<file path="src/rtl/core/tte_pkg.sv">
// ----------------------------------------------------------------------------
// tte_pkg
// Types, character codes and sizes shared by the text terminal cursor engine.
// ----------------------------------------------------------------------------
package tte_pkg;

	localparam int MAX_COLUMNS_DEF = 256;
	localparam int MAX_ROWS_DEF    = 128;

	localparam int OPQ_DEPTH  = 2;
	localparam int OUTQ_DEPTH = 4;

	localparam logic [7:0] ESC_BYTE    = 8'hFF;
	localparam logic [7:0] CH_LBRACKET = 8'h5B;
	localparam logic [7:0] CH_ONE      = 8'h31;
	localparam logic [7:0] CH_TAB      = 8'h09;
	localparam logic [7:0] CH_NEWLINE  = 8'h0A;
	localparam logic [7:0] CH_SPACE    = 8'h20;
	localparam logic [7:0] CH_DIGIT_0  = 8'h30;
	localparam logic [7:0] CH_DIGIT_9  = 8'h39;
	localparam logic [7:0] CH_LOWER_A  = 8'h61;
	localparam logic [7:0] CH_LOWER_F  = 8'h66;
	localparam logic [7:0] CH_UPPER_A  = 8'h41;
	localparam logic [7:0] CH_UPPER_F  = 8'h46;
	localparam logic [7:0] HEX_LETTER_OFFSET = 8'd10;

	localparam logic [3:0] ESC_IDLE      = 4'd0;
	localparam logic [3:0] ESC_GOT_START = 4'd1;
	localparam logic [3:0] ESC_GOT_BRACKET = 4'd2;
	localparam logic [3:0] ESC_FIRST_DIGIT = 4'd3;
	localparam logic [3:0] ESC_LAST_DIGIT  = 4'd8;

	localparam logic [23:0] FOREGROUND_RESET = 24'hFFFFFF;
	localparam logic [23:0] BACKGROUND_RESET = 24'h000000;
	localparam logic [7:0]  TEXT_ROWS_RESET  = 8'd25;
	localparam logic [7:0]  WRAP_LIMIT_RESET = 8'd78;
	localparam logic [7:0]  LINE_COUNT_MAX   = 8'd255;

	typedef enum logic [1:0] {
		REG_FOREGROUND = 2'd0,
		REG_BACKGROUND = 2'd1,
		REG_TEXT_ROWS  = 2'd2,
		REG_WRAP_LIMIT = 2'd3
	} reg_index_t;

	typedef enum logic [2:0] {
		OP_CLEAR,
		OP_ESC,
		OP_GLYPH,
		OP_SPACE,
		OP_TAB,
		OP_NEWLINE
	} op_kind_t;

	typedef enum logic [1:0] {
		EV_GLYPH  = 2'd0,
		EV_SCROLL = 2'd1,
		EV_CLEAR  = 2'd2
	} event_kind_t;

	typedef struct packed {
		op_kind_t    kind;
		logic [7:0]  ch;
		logic [23:0] rgb;
		logic        start;
	} op_t;

	typedef struct packed {
		event_kind_t kind;
		logic [7:0]  glyph;
		logic [7:0]  column;
		logic [6:0]  row;
		logic [23:0] rgb;
		logic        last;
	} result_t;

	typedef struct packed {
		logic [23:0] foreground;
		logic [23:0] background;
		logic [7:0]  text_rows;
		logic [7:0]  wrap_limit;
	} cfg_t;

endpackage

</file>
<file path="src/rtl/core/text_terminal_cursor_engine.sv">
// ----------------------------------------------------------------------------
// text_terminal_cursor_engine
// Turns a terminal byte stream into glyph, scroll and clear-screen words.
// ----------------------------------------------------------------------------
// One byte or clear command is taken every cycle unless full is set. The
// front stage decodes color escapes and classifies the byte in the cycle it
// is pushed; the cursor stage takes it from a two-word operation queue once
// the output queue has room and writes its result words there. Each
// operation gives zero, one or two result words into a four-word output
// queue; the cursor stage takes an operation only while two slots are free,
// so full rises when the consumer holds off pop or when two-word operations
// arrive faster than the words are popped.
module text_terminal_cursor_engine #(
	parameter int MAX_COLUMNS = tte_pkg::MAX_COLUMNS_DEF,
	parameter int MAX_ROWS    = tte_pkg::MAX_ROWS_DEF
) (
	input  logic        clk,
	input  logic        arst_n,
	input  logic        psel,
	input  logic        penable,
	input  logic        pwrite,
	input  logic [3:0]  paddr,
	input  logic [31:0] pwdata,
	output logic [31:0] prdata,
	output logic        pready,
	input  logic        push,
	output logic        full,
	input  logic        command,
	input  logic [7:0]  char_byte,
	input  logic        string_start,
	output logic        empty,
	input  logic        pop,
	output logic [1:0]  event_kind,
	output logic [7:0]  glyph_code,
	output logic [7:0]  cell_column,
	output logic [6:0]  cell_row,
	output logic [7:0]  red,
	output logic [7:0]  green,
	output logic [7:0]  blue,
	output logic        last
);
	import tte_pkg::*;

	cfg_t       cfg_q;
	reg_index_t reg_idx;
	logic       cfg_wr, accept;
	op_t        front_op, head_op;
	logic       opq_empty, op_take;
	result_t    res;

	assign pready  = 1'b1;
	assign reg_idx = reg_index_t'(paddr[3:2]);
	assign cfg_wr  = psel && penable && pwrite && pready;

	always_ff @(posedge clk or negedge arst_n) begin
		if (!arst_n) begin
			cfg_q.foreground <= FOREGROUND_RESET;
			cfg_q.background <= BACKGROUND_RESET;
			cfg_q.text_rows  <= TEXT_ROWS_RESET;
			cfg_q.wrap_limit <= WRAP_LIMIT_RESET;
		end else if (cfg_wr) begin
			unique case (reg_idx)
				REG_FOREGROUND: cfg_q.foreground <= pwdata[23:0];
				REG_BACKGROUND: cfg_q.background <= pwdata[23:0];
				REG_TEXT_ROWS:  cfg_q.text_rows  <= pwdata[7:0];
				REG_WRAP_LIMIT: cfg_q.wrap_limit <= pwdata[7:0];
			endcase
		end
	end

	always_comb begin
		unique case (reg_idx)
			REG_FOREGROUND: prdata = {8'd0, cfg_q.foreground};
			REG_BACKGROUND: prdata = {8'd0, cfg_q.background};
			REG_TEXT_ROWS:  prdata = {24'd0, cfg_q.text_rows};
			REG_WRAP_LIMIT: prdata = {24'd0, cfg_q.wrap_limit};
		endcase
	end

	assign accept = push && !full;

	tte_front u_front (
		.clk          (clk),
		.arst_n       (arst_n),
		.accept       (accept),
		.command      (command),
		.char_byte    (char_byte),
		.string_start (string_start),
		.foreground   (cfg_q.foreground),
		.op           (front_op)
	);

	tte_opq u_opq (
		.clk    (clk),
		.arst_n (arst_n),
		.push   (accept),
		.wdata  (front_op),
		.full   (full),
		.pop    (op_take),
		.rdata  (head_op),
		.empty  (opq_empty)
	);

	tte_back #(
		.MAX_COLUMNS (MAX_COLUMNS),
		.MAX_ROWS    (MAX_ROWS)
	) u_back (
		.clk       (clk),
		.arst_n    (arst_n),
		.op_valid  (!opq_empty),
		.op        (head_op),
		.op_take   (op_take),
		.cfg       (cfg_q),
		.res       (res),
		.res_empty (empty),
		.res_pop   (pop)
	);

	assign event_kind  = res.kind;
	assign glyph_code  = res.glyph;
	assign cell_column = res.column;
	assign cell_row    = res.row;
	assign red         = res.rgb[23:16];
	assign green       = res.rgb[15:8];
	assign blue        = res.rgb[7:0];
	assign last        = res.last;

endmodule

</file>
<file path="src/rtl/core/tte_front.sv">
// ----------------------------------------------------------------------------
// tte_front
// Takes terminal bytes, tracks color escape sequences and classifies each
// byte into an operation for the cursor stage.
// ----------------------------------------------------------------------------
module tte_front (
	input  logic          clk,
	input  logic          arst_n,
	input  logic          accept,
	input  logic          command,
	input  logic [7:0]    char_byte,
	input  logic          string_start,
	input  logic [23:0]   foreground,
	output tte_pkg::op_t  op
);
	import tte_pkg::*;

	logic [3:0]  esc_pos_q, esc_pos_nxt, esc_eff;
	logic [23:0] shift_q, shift_nxt, digit_shift;
	logic        all_f_q, all_f_nxt, digit_all_f;
	logic [23:0] color_q, color_nxt, color_eff;
	logic        in_esc;

	function automatic logic [3:0] nibble(input logic [7:0] b);
		logic [7:0] d;
		begin
			if (b >= CH_DIGIT_0 && b <= CH_DIGIT_9) begin
				d = b - CH_DIGIT_0;
			end else if (b >= CH_LOWER_A && b <= CH_LOWER_F) begin
				d = b - CH_LOWER_A + HEX_LETTER_OFFSET;
			end else if (b >= CH_UPPER_A && b <= CH_UPPER_F) begin
				d = b - CH_UPPER_A + HEX_LETTER_OFFSET;
			end else begin
				d = b;
			end
			nibble = d[3:0];
		end
	endfunction

	always_comb begin
		esc_eff     = string_start ? ESC_IDLE : esc_pos_q;
		color_eff   = string_start ? foreground : color_q;
		in_esc      = (esc_eff != ESC_IDLE) || (char_byte == ESC_BYTE);
		digit_shift = {shift_q[19:0], nibble(char_byte)};
		digit_all_f = all_f_q && (char_byte == CH_LOWER_F);

		esc_pos_nxt = esc_eff;
		shift_nxt   = shift_q;
		all_f_nxt   = all_f_q;
		color_nxt   = color_eff;

		op.ch    = char_byte;
		op.rgb   = color_eff;
		op.start = string_start;
		op.kind  = OP_GLYPH;

		if (command) begin
			op.kind     = OP_CLEAR;
			esc_pos_nxt = esc_pos_q;
			color_nxt   = color_q;
		end else if (in_esc) begin
			op.kind = OP_ESC;
			unique case (esc_eff)
				ESC_IDLE: begin
					esc_pos_nxt = ESC_GOT_START;
				end
				ESC_GOT_START: begin
					esc_pos_nxt = (char_byte == CH_LBRACKET) ? ESC_GOT_BRACKET : ESC_IDLE;
				end
				ESC_GOT_BRACKET: begin
					if (char_byte == CH_ONE) begin
						esc_pos_nxt = ESC_FIRST_DIGIT;
						shift_nxt   = '0;
						all_f_nxt   = 1'b1;
					end else begin
						esc_pos_nxt = ESC_IDLE;
					end
				end
				default: begin
					shift_nxt = digit_shift;
					all_f_nxt = digit_all_f;
					if (esc_eff >= ESC_LAST_DIGIT) begin
						esc_pos_nxt = ESC_IDLE;
						color_nxt   = digit_all_f ? foreground : digit_shift;
					end else begin
						esc_pos_nxt = esc_eff + 4'd1;
					end
				end
			endcase
		end else begin
			priority if (char_byte == CH_NEWLINE) begin
				op.kind = OP_NEWLINE;
			end else if (char_byte == CH_TAB) begin
				op.kind = OP_TAB;
			end else if (char_byte == CH_SPACE) begin
				op.kind = OP_SPACE;
			end else begin
				op.kind = OP_GLYPH;
			end
		end
	end

	always_ff @(posedge clk or negedge arst_n) begin
		if (!arst_n) begin
			esc_pos_q <= ESC_IDLE;
			shift_q   <= '0;
			all_f_q   <= 1'b1;
			color_q   <= FOREGROUND_RESET;
		end else if (accept) begin
			esc_pos_q <= esc_pos_nxt;
			shift_q   <= shift_nxt;
			all_f_q   <= all_f_nxt;
			color_q   <= color_nxt;
		end
	end

endmodule

</file>
<file path="src/rtl/core/tte_opq.sv">
// ----------------------------------------------------------------------------
// tte_opq
// Short queue of classified operations between the front and cursor stages.
// ----------------------------------------------------------------------------
module tte_opq (
	input  logic          clk,
	input  logic          arst_n,
	input  logic          push,
	input  tte_pkg::op_t  wdata,
	output logic          full,
	input  logic          pop,
	output tte_pkg::op_t  rdata,
	output logic          empty
);
	import tte_pkg::*;

	localparam int PW = $clog2(OPQ_DEPTH);
	localparam int CW = $clog2(OPQ_DEPTH + 1);

	op_t            mem [OPQ_DEPTH];
	logic [PW-1:0]  wp_q, rp_q;
	logic [CW-1:0]  cnt_q;
	logic           do_push, do_pop;

	assign full    = (cnt_q == CW'(OPQ_DEPTH));
	assign empty   = (cnt_q == '0);
	assign do_push = push && !full;
	assign do_pop  = pop && !empty;
	assign rdata   = mem[rp_q];

	always_ff @(posedge clk) begin
		if (do_push) begin
			mem[wp_q] <= wdata;
		end
	end

	always_ff @(posedge clk or negedge arst_n) begin
		if (!arst_n) begin
			wp_q  <= '0;
			rp_q  <= '0;
			cnt_q <= '0;
		end else begin
			if (do_push) begin
				wp_q <= wp_q + PW'(1);
			end
			if (do_pop) begin
				rp_q <= rp_q + PW'(1);
			end
			cnt_q <= cnt_q + CW'(do_push) - CW'(do_pop);
		end
	end

endmodule

</file>
<file path="src/rtl/core/tte_back.sv">
// ----------------------------------------------------------------------------
// tte_back
// Cursor stage: applies wrapping, newlines, scrolling and clears to the
// cursor and writes up to two result words per operation to the output queue.
// ----------------------------------------------------------------------------
module tte_back #(
	parameter int MAX_COLUMNS = tte_pkg::MAX_COLUMNS_DEF,
	parameter int MAX_ROWS    = tte_pkg::MAX_ROWS_DEF
) (
	input  logic              clk,
	input  logic              arst_n,
	input  logic              op_valid,
	input  tte_pkg::op_t      op,
	output logic              op_take,
	input  tte_pkg::cfg_t     cfg,
	output tte_pkg::result_t  res,
	output logic              res_empty,
	input  logic              res_pop
);
	import tte_pkg::*;

	localparam int CW = $clog2(MAX_COLUMNS);
	localparam int RW = $clog2(MAX_ROWS);
	localparam int QP = $clog2(OUTQ_DEPTH);
	localparam int QC = $clog2(OUTQ_DEPTH + 1);

	logic [CW-1:0] col_q, col_nxt, col_a, col_inc;
	logic [RW-1:0] row_q, row_nxt, row_a, last_row;
	logic [RW:0]   rows, wrap_step, line_step;
	logic [7:0]    lc_q, lc_nxt, lc_a, lc_b;
	logic          pnl_q, pnl_nxt, pnl_eff;
	logic          wf_q, wf_nxt, wf_eff, wf_a;
	logic          wrap, skip;
	logic          e1_valid, e2_valid;
	result_t       e1, e2, r0, r1;
	logic [1:0]    nres;

	result_t       mem [OUTQ_DEPTH];
	logic [QP-1:0] wp_q, rp_q;
	logic [QC-1:0] cnt_q;
	logic          do_pop;

	function automatic logic [RW:0] newline_step(input logic [RW-1:0] r,
			input logic [RW:0] nrows, input logic [RW-1:0] lrow);
		logic [RW:0] inc;
		begin
			inc = {1'b0, r} + (RW + 1)'(1);
			if (inc >= nrows) begin
				newline_step = {1'b1, lrow};
			end else begin
				newline_step = {1'b0, inc[RW-1:0]};
			end
		end
	endfunction

	always_comb begin
		if (cfg.text_rows == 8'd0) begin
			rows = (RW + 1)'(1);
		end else if (32'(cfg.text_rows) > MAX_ROWS) begin
			rows = (RW + 1)'(MAX_ROWS);
		end else begin
			rows = (RW + 1)'(cfg.text_rows);
		end
		last_row = RW'(rows - (RW + 1)'(1));
	end

	always_comb begin
		pnl_eff = op.start ? 1'b0 : pnl_q;
		wf_eff  = op.start ? 1'b0 : wf_q;

		wrap      = (lc_q > cfg.wrap_limit) && (op.kind != OP_NEWLINE);
		wrap_step = newline_step(row_q, rows, last_row);
		col_a     = wrap ? '0 : col_q;
		row_a     = wrap ? wrap_step[RW-1:0] : row_q;
		wf_a      = wrap ? 1'b1 : wf_eff;
		lc_a      = wrap ? 8'd0 : lc_q;
		skip      = (pnl_eff || wf_a) && (op.kind == OP_SPACE);
		line_step = newline_step(row_a, rows, last_row);
		col_inc   = (col_a == CW'(MAX_COLUMNS - 1)) ? '0 : col_a + CW'(1);
		lc_b      = (op.kind == OP_NEWLINE) ? 8'd0 : lc_a;

		col_nxt = col_q;
		row_nxt = row_q;
		lc_nxt  = lc_q;
		pnl_nxt = pnl_q;
		wf_nxt  = wf_q;

		e1       = '0;
		e2       = '0;
		e1_valid = 1'b0;
		e2_valid = 1'b0;

		unique case (op.kind)
			OP_CLEAR: begin
				col_nxt  = '0;
				row_nxt  = '0;
				e2.kind  = EV_CLEAR;
				e2.rgb   = cfg.background;
				e2_valid = 1'b1;
			end
			OP_ESC: begin
				pnl_nxt = 1'b0;
				wf_nxt  = wf_eff;
			end
			default: begin
				e1.kind  = EV_SCROLL;
				e1.row   = 7'(row_a);
				e1_valid = wrap && wrap_step[RW];
				col_nxt  = col_a;
				row_nxt  = row_a;
				lc_nxt   = lc_a;
				if (skip) begin
					wf_nxt  = 1'b0;
					pnl_nxt = 1'b0;
				end else begin
					if (op.kind == OP_NEWLINE) begin
						col_nxt  = '0;
						row_nxt  = line_step[RW-1:0];
						e2.kind  = EV_SCROLL;
						e2.row   = 7'(line_step[RW-1:0]);
						e2_valid = line_step[RW];
					end else if (op.kind != OP_TAB) begin
						col_nxt   = col_inc;
						e2.kind   = EV_GLYPH;
						e2.glyph  = op.ch;
						e2.column = 8'(col_a);
						e2.row    = 7'(row_a);
						e2.rgb    = op.rgb;
						e2_valid  = 1'b1;
					end
					wf_nxt  = 1'b0;
					pnl_nxt = (op.kind == OP_NEWLINE);
					lc_nxt  = (lc_b == LINE_COUNT_MAX) ? LINE_COUNT_MAX : lc_b + 8'd1;
				end
			end
		endcase

		r0 = e1_valid ? e1 : e2;
		r1 = e2;
		nres = 2'(e1_valid) + 2'(e2_valid);
		r0.last = (nres == 2'd1);
		r1.last = 1'b1;
	end

	assign op_take   = op_valid && (cnt_q <= QC'(OUTQ_DEPTH - 2));
	assign res_empty = (cnt_q == '0);
	assign do_pop    = res_pop && !res_empty;
	assign res       = mem[rp_q];

	always_ff @(posedge clk) begin
		if (op_take) begin
			if (nres != 2'd0) begin
				mem[wp_q] <= r0;
			end
			if (nres == 2'd2) begin
				mem[wp_q + QP'(1)] <= r1;
			end
		end
	end

	always_ff @(posedge clk or negedge arst_n) begin
		if (!arst_n) begin
			col_q <= '0;
			row_q <= '0;
			lc_q  <= '0;
			pnl_q <= 1'b0;
			wf_q  <= 1'b0;
			wp_q  <= '0;
			rp_q  <= '0;
			cnt_q <= '0;
		end else begin
			if (op_take) begin
				col_q <= col_nxt;
				row_q <= row_nxt;
				lc_q  <= lc_nxt;
				pnl_q <= pnl_nxt;
				wf_q  <= wf_nxt;
				wp_q  <= wp_q + QP'(nres);
			end
			if (do_pop) begin
				rp_q <= rp_q + QP'(1);
			end
			cnt_q <= cnt_q + (op_take ? QC'(nres) : QC'(0)) - QC'(do_pop);
		end
	end

	a_outq_bound: assert property (@(posedge clk) disable iff (!arst_n)
		cnt_q <= QC'(OUTQ_DEPTH))
		else $error("output queue overfilled");

	a_clear_home: assert property (@(posedge clk) disable iff (!arst_n)
		(op_take && op.kind == OP_CLEAR) |=> (col_q == '0 && row_q == '0))
		else $error("clear did not home the cursor");

	a_esc_clears_newline: assert property (@(posedge clk) disable iff (!arst_n)
		(op_take && op.kind == OP_ESC) |=> !pnl_q)
		else $error("escape byte left the newline flag set");

	a_row_range: assert property (@(posedge clk) disable iff (!arst_n)
		32'(row_q) < MAX_ROWS)
		else $error("cursor row beyond the screen");

endmodule
</file>
<file path="config.mk">
export PLATFORM = sky130hd
export DESIGN_NAME = text_terminal_cursor_engine
export DESIGN_NICKNAME = d
export VERILOG_FILES = /design/src/rtl/core/tte_pkg.sv /design/src/rtl/core/text_terminal_cursor_engine.sv /design/src/rtl/core/tte_front.sv /design/src/rtl/core/tte_opq.sv /design/src/rtl/core/tte_back.sv
export SDC_FILE = /design/constraint.sdc
export NUM_CORES = 1
export LEC_CHECK = 0
export ABC_AREA = 1
export BUFFER_PORTS_ARGS = -buffer_cell sky130_fd_sc_hd__clkbuf_2
export CORE_MARGIN = 4
export CORE_UTILIZATION = 40
export DETAILED_ROUTE_END_ITERATION = 7
export GPL_TIMING_DRIVEN = 0
export SYNTH_ARGS = -nofsm -noshare
export SYNTH_HDL_FRONTEND = slang
export SYNTH_SLANG_ARGS = --single-unit
</file>
<file path="constraint.sdc">
create_clock -name clk -period 12.59 [get_ports clk]
set_input_delay 1.259 -clock clk [delete_from_list [all_inputs] [get_ports clk]]
set_output_delay 1.259 -clock clk [all_outputs]
set_load 0.01 [all_outputs]
</file>
* Word-level counts from Yosys, hierarchy flattened
Memory sizes are Yosys's and may differ from the RTL's. Cells that the tools add are included.
Word-level totals: register bits 149, RAM bits 272, bits of input ports 53, output and inout bits 85, logic and storage cells 195, memories kept 2
Operators by class: $add $sub $neg 21, $lt $le $gt $ge 12, equality and inequality tests 23, multiplexer cells 74, bitwise gates (word level) 5, reduce and logical (&&, ||, !) cells 39
Memories:
- u_back.mem | depth 4, width 50, read ports 1, clocked after memory_dff 0, write ports 2, RTL line tte_back.sv:38 | result_t mem [OUTQ_DEPTH];
- u_opq.mem | depth 2, width 36, read ports 1, clocked after memory_dff 0, write ports 1, RTL line tte_opq.sv:20 | op_t mem [OPQ_DEPTH];
Operator list (number):
- 24-bit two-way mux | 6
- 32-bit case mux with 4 select lines | 1
- 8-bit two-way mux | 13
- 50-bit two-way mux | 1
- 49-bit two-way mux | 1
- 24-bit case mux with 2 select lines | 1
- 47-bit two-way mux | 1
- 20-bit case mux with 2 select lines | 1
- 7-bit two-way mux | 5
- 8-bit == test (second input constant) | 3
- 4-bit two-way mux | 6
- 23-bit two-way mux | 1
- 20-bit two-way mux | 1
- 1-bit two-way mux | 19
- 7-bit by 1-bit adder with 8-bit output (second input constant) | 2
- 8-bit by 1-bit adder with 8-bit output (second input constant) | 2
- 8-bit by 4-bit == test with 1-bit output (second input constant) | 2
- 8-bit by 6-bit == test with 1-bit output (second input constant) | 2
- 8-bit by 7-bit == test with 1-bit output (second input constant) | 2
- 8-bit by 7-bit greater-or-equal comparator with 1-bit output (second input constant) | 2
- 8-bit greater-or-equal comparator | 2
- 8-bit by 7-bit less-or-equal comparator with 1-bit output (second input constant) | 2
- 16-bit two-way mux | 1
- 8-bit case mux with 2 select lines | 1
- other kinds (47) | 96

* Logic depth before layout (Yosys ltp)
Gate-level depths: netlist (run 1).
word-level depth 17, mapped depth 43, depth with buffers taken out 40

* Hierarchy
From an unflattened synthesis (run 1), not the netlist that was laid out.
Second synthesis, totals: cell total of the unflattened synthesis 2489, area, all modules 21983.6 sq um
By module, submodules not included:
- tte_back | times used 1, cells each 1386, area an instance 12482.0 sq um, sequential area each 6766.5 sq um
- tte_front | times used 1, cells each 487, area an instance 3515.9 sq um, sequential area each 1257.5 sq um
- text_terminal_cursor_engine | times used 1, cells each 395, area an instance 3116.7 sq um, sequential area each 1640.3 sq um
- tte_opq | times used 1, cells each 221, area an instance 2869.0 sq um, sequential area each 2262.2 sq um

* Least setup slack after synthesis (run 1)
No wires, ideal clock.
path type register -> register, start point reg u_back.row_q[0], end point mem u_back.mem[1][46] in the netlist's numbering (data pin), setup time 142 ps, data arrival time 6767 ps, setup slack 5680 ps, stages on the path, launching flop included 37, clock period less this slack 6910 ps, path through dfrtp_1 ha_1 nand3_1 nor3_1 xor2_1 ha_1 nand2_1 a21oi_1 nor2_1 nand3_1 buf_2 nand2_1 o21ai_0 o21ai_2 ha_1 nand3_1 nor2_2 nand4_1 nand2_1 inv_1 ha_1 nand2_1 nor2_1 nand4_1 nand3_1 clkinv_1 o21ai_0 nand3_1 ha_1 nor2_1 inv_1 nor3_1 inv_1 nand2_1 nand2_1 clkbuf_1 nor2_1
RTL lines:
- from (decl) | RTL line tte_back.sv:28 | logic [RW-1:0] row_q, row_nxt, row_a, last_row;
- from (signal assigned) | RTL line tte_back.sv:174 | row_q <= row_nxt;
- to (decl) | RTL line tte_back.sv:38

==> impl_metrics.json, run 1 <==
{
  "initial_core_util": 0.407,
  "fill_cells": 5012,
  "cp-end-kind": "flip-flop",
  "cpPeakStageDelay_ns": 0.66,
  "viasPerCell": 5.36,
  "worstSkewPairLatency_ns": 0.59,
  "cts_tree": "built",
  "die-area_um2": 56300,
  "cts-root-buf": "clkbuf_16",
  "hpwl_mm": 45.3,
  "setup.worst_path.start_class": "flip-flop",
  "grt_max_degree": 107,
  "ys_types": 55,
  "vdd_drop_max_v": 0.000119,
  "holdPathStages": 2,
  "leakagePower_nw": 9.78,
  "multi_input_area_um2": 7560,
  "tns_ns": 0,
  "fin_crit_sh": 0.659,
  "wl_per_cell_um": 19.4,
  "hold_start": "cfg_q[3]",
  "async_flop_share": 0.354,
  "maxCapViolCount": 0,
  "netlist_instances": 2312,
  "cts_resized": 0,
  "min_period_ns": 8.30,
  "gp_congestion": 0.894,
  "synth_edf_count": 268,
  "first_pass_iters": 6,
  "grt_usage": 0.216,
  "regArea_um2": 11900,
  "path_clk_slew_ns": 0.06,
  "cts_buffers": 47,
  "mostFrequentLayoutCells": "nor2_1 (373), nand2_1 (331), o21ai_0 (314), inv_1 (276), edfxtp_1 (268)",
  "report.final.slew_viol_count": 0,
  "drive_gt1_frac": 0.134,
  "cts-htree-levels": 2,
  "status": "finished clean",
  "fp.dieW_um": 237,
  "io_pins": 138,
  "rows": 83,
  "clk_path_buf_depth": 3,
  "synth_warnings": 0,
  "synth-seq-area-share": 0.567,
  "postLayoutCoreUtil": 0.468,
  "reg2reg_slack_ns": 4.29,
  "hold-path-endpoint": "cfg_q[3]",
  "dieHeight_um": 237,
  "avgSynthCellArea_um2": 9.10,
  "fmax_mhz": 121,
  "path_class": "flip-flop to flip-flop",
  "worstReg2RegStart": "u_back.row_q[0]",
  "netlist_area_um2": 21000,
  "worst_pin_slew_ns": 0.869,
  "p_per_area_nw_per_um2": 252,
  "final_common_cell": "nor2_1",
  "hold_class": "flip-flop to flip-flop",
  "hold_violations": 0,
  "cts.sinks": 421,
  "r2r_end": "u_back.mem[3][44]",
  "drc_errors": 0,
  "grt_pass1_vias": 16800,
  "timing.slew.headroom": 0.414,
  "finalClockSkew_ns": 0.0146,
  "port_buffers": 118,
  "synth_adder_area_share": 0.0283,
  "reg2regPathDepth": 36,
  "synth_compound_area_frac": 0.149,
  "grt_setup_unrepaired": "false",
  "setup_violations": 0,
  "yosys.area_share.simple": 0.168,
  "layout.nets": 2591,
  "ant_nets": 0,
  "cp_max_fo": 51,
  "synthXorXnorAreaFrac": 0.0104,
  "arrival_ns": 8.72,
  "synthMuxAreaShare": 0.000476,
  "core_um2": 51700,
  "finalHoldWorstSlack_ns": 0.487,
  "vias": 17200,
  "ys_ff_latch": 421,
  "synth_flop_cell": "edfxtp_1",
  "grt.overflow.total": 0,
  "synth_top_family_by_area": "simple AND/OR/NAND/NOR gates",
  "drtIter0Drc": 1587,
  "antenna_found_initial": 1,
  "required_ns": 13.02,
  "ctsHoldBuffers": 0,
  "cts_setup_buffers": 0,
  "crit_slowest_cell": "nand2_4",
  "wl_mm": 62.2,
  "grt_pass1_wl_mm": 96.3,
  "area_growth_pct": 15.1,
  "diodes": 0
}
## registers in the layout (all words and copies together) (netlist names), 2 cells and up
name / count
u_back.lc_q: 8
u_opq.cnt_q: 2
cfg_q: 64
u_back.wp_q: 2
u_front.esc_pos_q: 4
u_back.row_q: 7
u_opq.mem: 72
u_back.rp_q: 2
u_back.col_q: 8
u_front.color_q: 24
u_back.cnt_q: 3
u_back.mem: 200
u_front.shift_q: 20
## critical path, delay by kind of cell (launching register included)
kind,cells,cell delay [ns]
buffers and inverters,6,1.35
AND/OR/NAND/NOR,20,3.98
flip-flops,1,0.48
AO/OA/AOI/OAI,4,0.77
adder cells (fa/ha/maj),5,1.26
XOR/XNOR,1,0.26
## cell type report
| type | count | area share |
|---|---|---|
| Inverter | 291 | 0.0452 |
| Clock buffer | 67 | 0.0556 |
| Sequential cell | 421 | 0.493 |
| Timing Repair Buffer | 123 | 0.0295 |
| Multi-Input combinational cell | 1488 | 0.312 |
| Clock inverter | 20 | 0.00832 |
| Buffer | 119 | 0.0212 |
| Tap cell | 680 | 0.0351 |
## worst max-delay path by stage
stage	start	end	slack, ns	cells after the start
2_1_floorplan	u_back.row_q[0]	u_back.mem[1][46]	5.68	36
3_3_place_gp	u_back.row_q[0]	u_back.mem[0][32]	3.06	36
3_5_place_dp	u_back.row_q[0]	u_back.mem[3][44]	4.33	36
4_1_cts	u_back.row_q[0]	u_back.mem[3][44]	4.30	36
5_1_grt	u_back.row_q[0]	u_back.mem[3][44]	3.30	35
6_report	u_back.row_q[0]	u_back.mem[3][44]	4.29	36
## stage by stage
step           worst slack, ns  instance area (µm²)  power, mW  cells
6_report                  4.29                24200       6.10   3209
5_1_grt                   3.30                24200       6.52   3209
4_1_cts                   4.30                24200       6.13   3209
3_5_place_dp              4.33                22700       4.74   3122
3_3_place_gp              3.06                22500       4.66   3117
2_1_floorplan             5.68                21100       3.75   2319
## cells by family after synthesis
family | after synthesis
AOI/OAI and AO/OA | 550
xor gates and xnor gates | 25
adders and majority gates | 47
buffers and inverters | 410
DFF | 421
muxes | 1
other | 2
and+or+nand+nor | 856
## where the power goes
group | total, mW | switching, mW | internal (mW)
sequential | 2.09 | 0.145 | 1.95
clock | 1.38 | 0.568 | 0.809
combinational | 2.63 | 1.88 | 0.752
total | 6.10 | 2.59 | 3.51
## metal layers
layer,up-vias,routed length [µm],GRT usage,share of wire
met3,105,4410,0.0345,0.071
met5,-,0,0,0
met2,623,28600,0.343,0.46
li1,8175,-,-,-
met4,0,1230,0.0527,0.020
met1,8298,27900,0.311,0.45
## Yosys cell counts (all sizes together), types with 2 or more instances
cell / instances / area (µm²)
a31oi: 4 / 25.0
xnor2: 7 / 61.3
conb: 2 / 7.51
o221ai: 13 / 114
nand2: 343 / 1320
ha: 46 / 576
a21o: 2 / 15.0
o22ai: 100 / 626
inv: 287 / 1080
nand4: 16 / 100
nand3b: 3 / 22.5
dfrtp: 93 / 2330
o21a: 3 / 22.5
a21oi: 42 / 218
buf: 19 / 138
o211ai: 40 / 305
or2: 25 / 156
edfxtp: 268 / 8050
clkbuf: 100 / 375
nand3: 63 / 343
nor2: 385 / 1480
nor3: 19 / 106
o2111ai: 4 / 35.0
a32o: 2 / 20.0
dfxtp: 4 / 80.1
and3: 2 / 12.5
clkinv: 4 / 15.0
o41ai: 8 / 70.1
o21ai: 327 / 1640
dfstp: 56 / 1470
xor2: 18 / 158
No activity file was read; power rests on OpenSTA's default activity.
==> run 2, diff against run 1 <==
==> constraint.sdc (replaced) <==
create_clock -name clk -period 6.7 [get_ports clk]
set_input_delay 0.67 -clock clk [delete_from_list [all_inputs] [get_ports clk]]
set_output_delay 0.67 -clock clk [all_outputs]
set_load 0.01 [all_outputs]
==> run 2 against run 1 <==
Effect of this change: die area stayed put; global-route usage is 0.32 points higher; register-to-register slack worse by 3.9 ns; non-clock buffer count is 27 higher; critical path depth is 1 lower; via count is 1.1% higher; sequential power is 89% higher; flip-flop and latch count stayed put; cell count is 1.0% higher; worst setup slack worse by 3.9 ns; critical path type unchanged.
==> impl_metrics.json, run 2 (synthesis results as in run 1) <==
{
  "status": "finished clean",
  "worstSkewPairLatency_ns": 0.59,
  "path_clk_slew_ns": 0.06,
  "drtIter0Drc": 1584,
  "maxCapViolCount": 0,
  "leakagePower_nw": 10.0,
  "hpwl_mm": 45.4,
  "finalClockSkew_ns": 0.0236,
  "cts-root-buf": "clkbuf_16",
  "gp_congestion": 0.884,
  "timing.slew.headroom": 0.397,
  "area_growth_pct": 17.1,
  "hold_class": "primary input to asynchronous set/reset pin",
  "grt_pass1_vias": 16700,
  "vias": 17400,
  "reg2reg_slack_ns": 0.41,
  "required_ns": 6.93,
  "worst_pin_slew_ns": 0.895,
  "worstReg2RegStart": "u_back.row_q[1]",
  "cpPeakStageDelay_ns": 0.42,
  "cts.sinks": 421,
  "regMostFlops": "u_back.mem",
  "ant_nets": 0,
  "wl_per_cell_um": 19.7,
  "clk_path_buf_depth": 3,
  "min_period_ns": 6.29,
  "path_depth": 35,
  "hold_violations": 0,
  "report.final.slew_viol_count": 0,
  "initial_core_util": 0.407,
  "first_pass_iters": 5,
  "port_buffers": 118,
  "total_power_mw": 11.6,
  "cp-end-kind": "flip-flop",
  "cp_max_fo": 25,
  "viasPerCell": 5.36,
  "cts-htree-levels": 2,
  "mostFrequentLayoutCells": "nor2_1 (372), nand2_1 (329), o21ai_0 (314), edfxtp_1 (268), inv_1 (267)",
  "r2r_end": "u_back.mem[3][27]",
  "largest_reg_flops": 200,
  "grt_usage": 0.219,
  "setup.worst_path.start_class": "flip-flop",
  "tns_ns": 0,
  "regArea_um2": 11900,
  "rows": 83,
  "finalHoldWorstSlack_ns": 0.0825,
  "cts_tree": "built",
  "setup_slack_ns": 0.414,
  "vdd_drop_max_v": 0.000211,
  "path_class": "flip-flop to flip-flop",
  "drc_errors": 0,
  "io_pins": 138,
  "fin_crit_sh": 0.938,
  "layout.nets": 2624,
  "multi_input_area_um2": 7760,
  "arrival_ns": 6.51,
  "crit_buf_inv": 7,
  "cts_buffers": 48,
  "fp.dieW_um": 237,
  "postLayoutCoreUtil": 0.476,
  "fmax_mhz": 159,
  "crit_slowest_cell": "dfrtp_1",
  "core_um2": 51700,
  "die-area_um2": 56300,
  "critPathTopFamily": "simple AND/OR/NAND/NOR gates",
  "diodes": 0,
  "ctsHoldBuffers": 0,
  "drive_gt1_frac": 0.157,
  "place_ws_ns": -1.79,
  "grt_max_degree": 85,
  "reg2regPathDepth": 35,
  "dieHeight_um": 237,
  "reg_top3": "u_back.mem x200, u_opq.mem x72, cfg_q x64",
  "wl_mm": 63.9,
  "fill_cells": 4947,
  "grt.overflow.total": 0,
  "antenna_found_initial": 1,
  "p_per_area_nw_per_um2": 473,
  "grt_pass1_wl_mm": 97.3,
  "setup_violations": 0,
  "final_common_cell": "nor2_1"
}
run 2: cell types whose count changed in the layout (fill, tap and decap cells not counted), sizes merged, moves of 2 or more:
| cell | change |
|---|---|
| clkbuf | -6 |
| buf | +34 |
| bufinv | -2 |
| inv | -2 |
| nand2 | +5 |
| clkinvlp | +5 |
run 2: final cells by class:
type | count | area share
plain buffers | 119 | 0.0221
clock buffers | 68 | 0.0539
inverters | 291 | 0.0450
flip-flops and latches | 421 | 0.484
multi-input cells | 1493 | 0.315
well taps | 680 | 0.0345
repair buffers | 150 | 0.0388
clock inverters | 20 | 0.00605
run 2: power breakdown:
part           leakage, nW  switching [mW]  internal [mW]
sequential            4.33           0.286           3.65
clock                0.708            1.06           1.42
combinational         4.96            3.67           1.54
total                 10.0            5.02           6.62
run 2: worst max-delay path by stage:
stage,slack [ns],from,end
4_1_cts,0.005,u_back.row_q[0],u_back.mem[1][32]
6_report,0.41,u_back.row_q[1],u_back.mem[3][27]
3_5_place_dp,-1.79,u_back.row_q[0],u_back.mem[2][10]
3_3_place_gp,-1.81,u_back.row_q[0],u_back.mem[3][10]
5_1_grt,-0.02,u_back.row_q[1],u_back.mem[0][7]
2_1_floorplan,0.29,u_back.row_q[0],u_back.mem[1][46]
run 2: layer usage:
| layer | global-route usage | vias up | part of all wire |
|---|---|---|---|
| met5 | 0 | - | 0.00014 |
| li1 | - | 8253 | - |
| met1 | 0.310 | 8374 | 0.44 |
| met3 | 0.0371 | 96 | 0.075 |
| met2 | 0.351 | 667 | 0.46 |
| met4 | 0.0573 | 2 | 0.024 |
run 2: what timing repair did:
item,4_1_cts,5_1_grt
resized for setup,45,27
endpoints found under the setup margin,367,355
pin swaps,9,12
gates cloned,4,2
setup buffers,8,17
run 2: stage by stage:
| stage | std cells | cell area [µm²] |
|---|---|---|
| after floorplan | 2319 | 21100 |
| after global placement | 3117 | 22500 |
| after detailed placement | 3123 | 22700 |
| after CTS | 3223 | 24400 |
| after global routing | 3242 | 24600 |
| final | 3242 | 24600 |
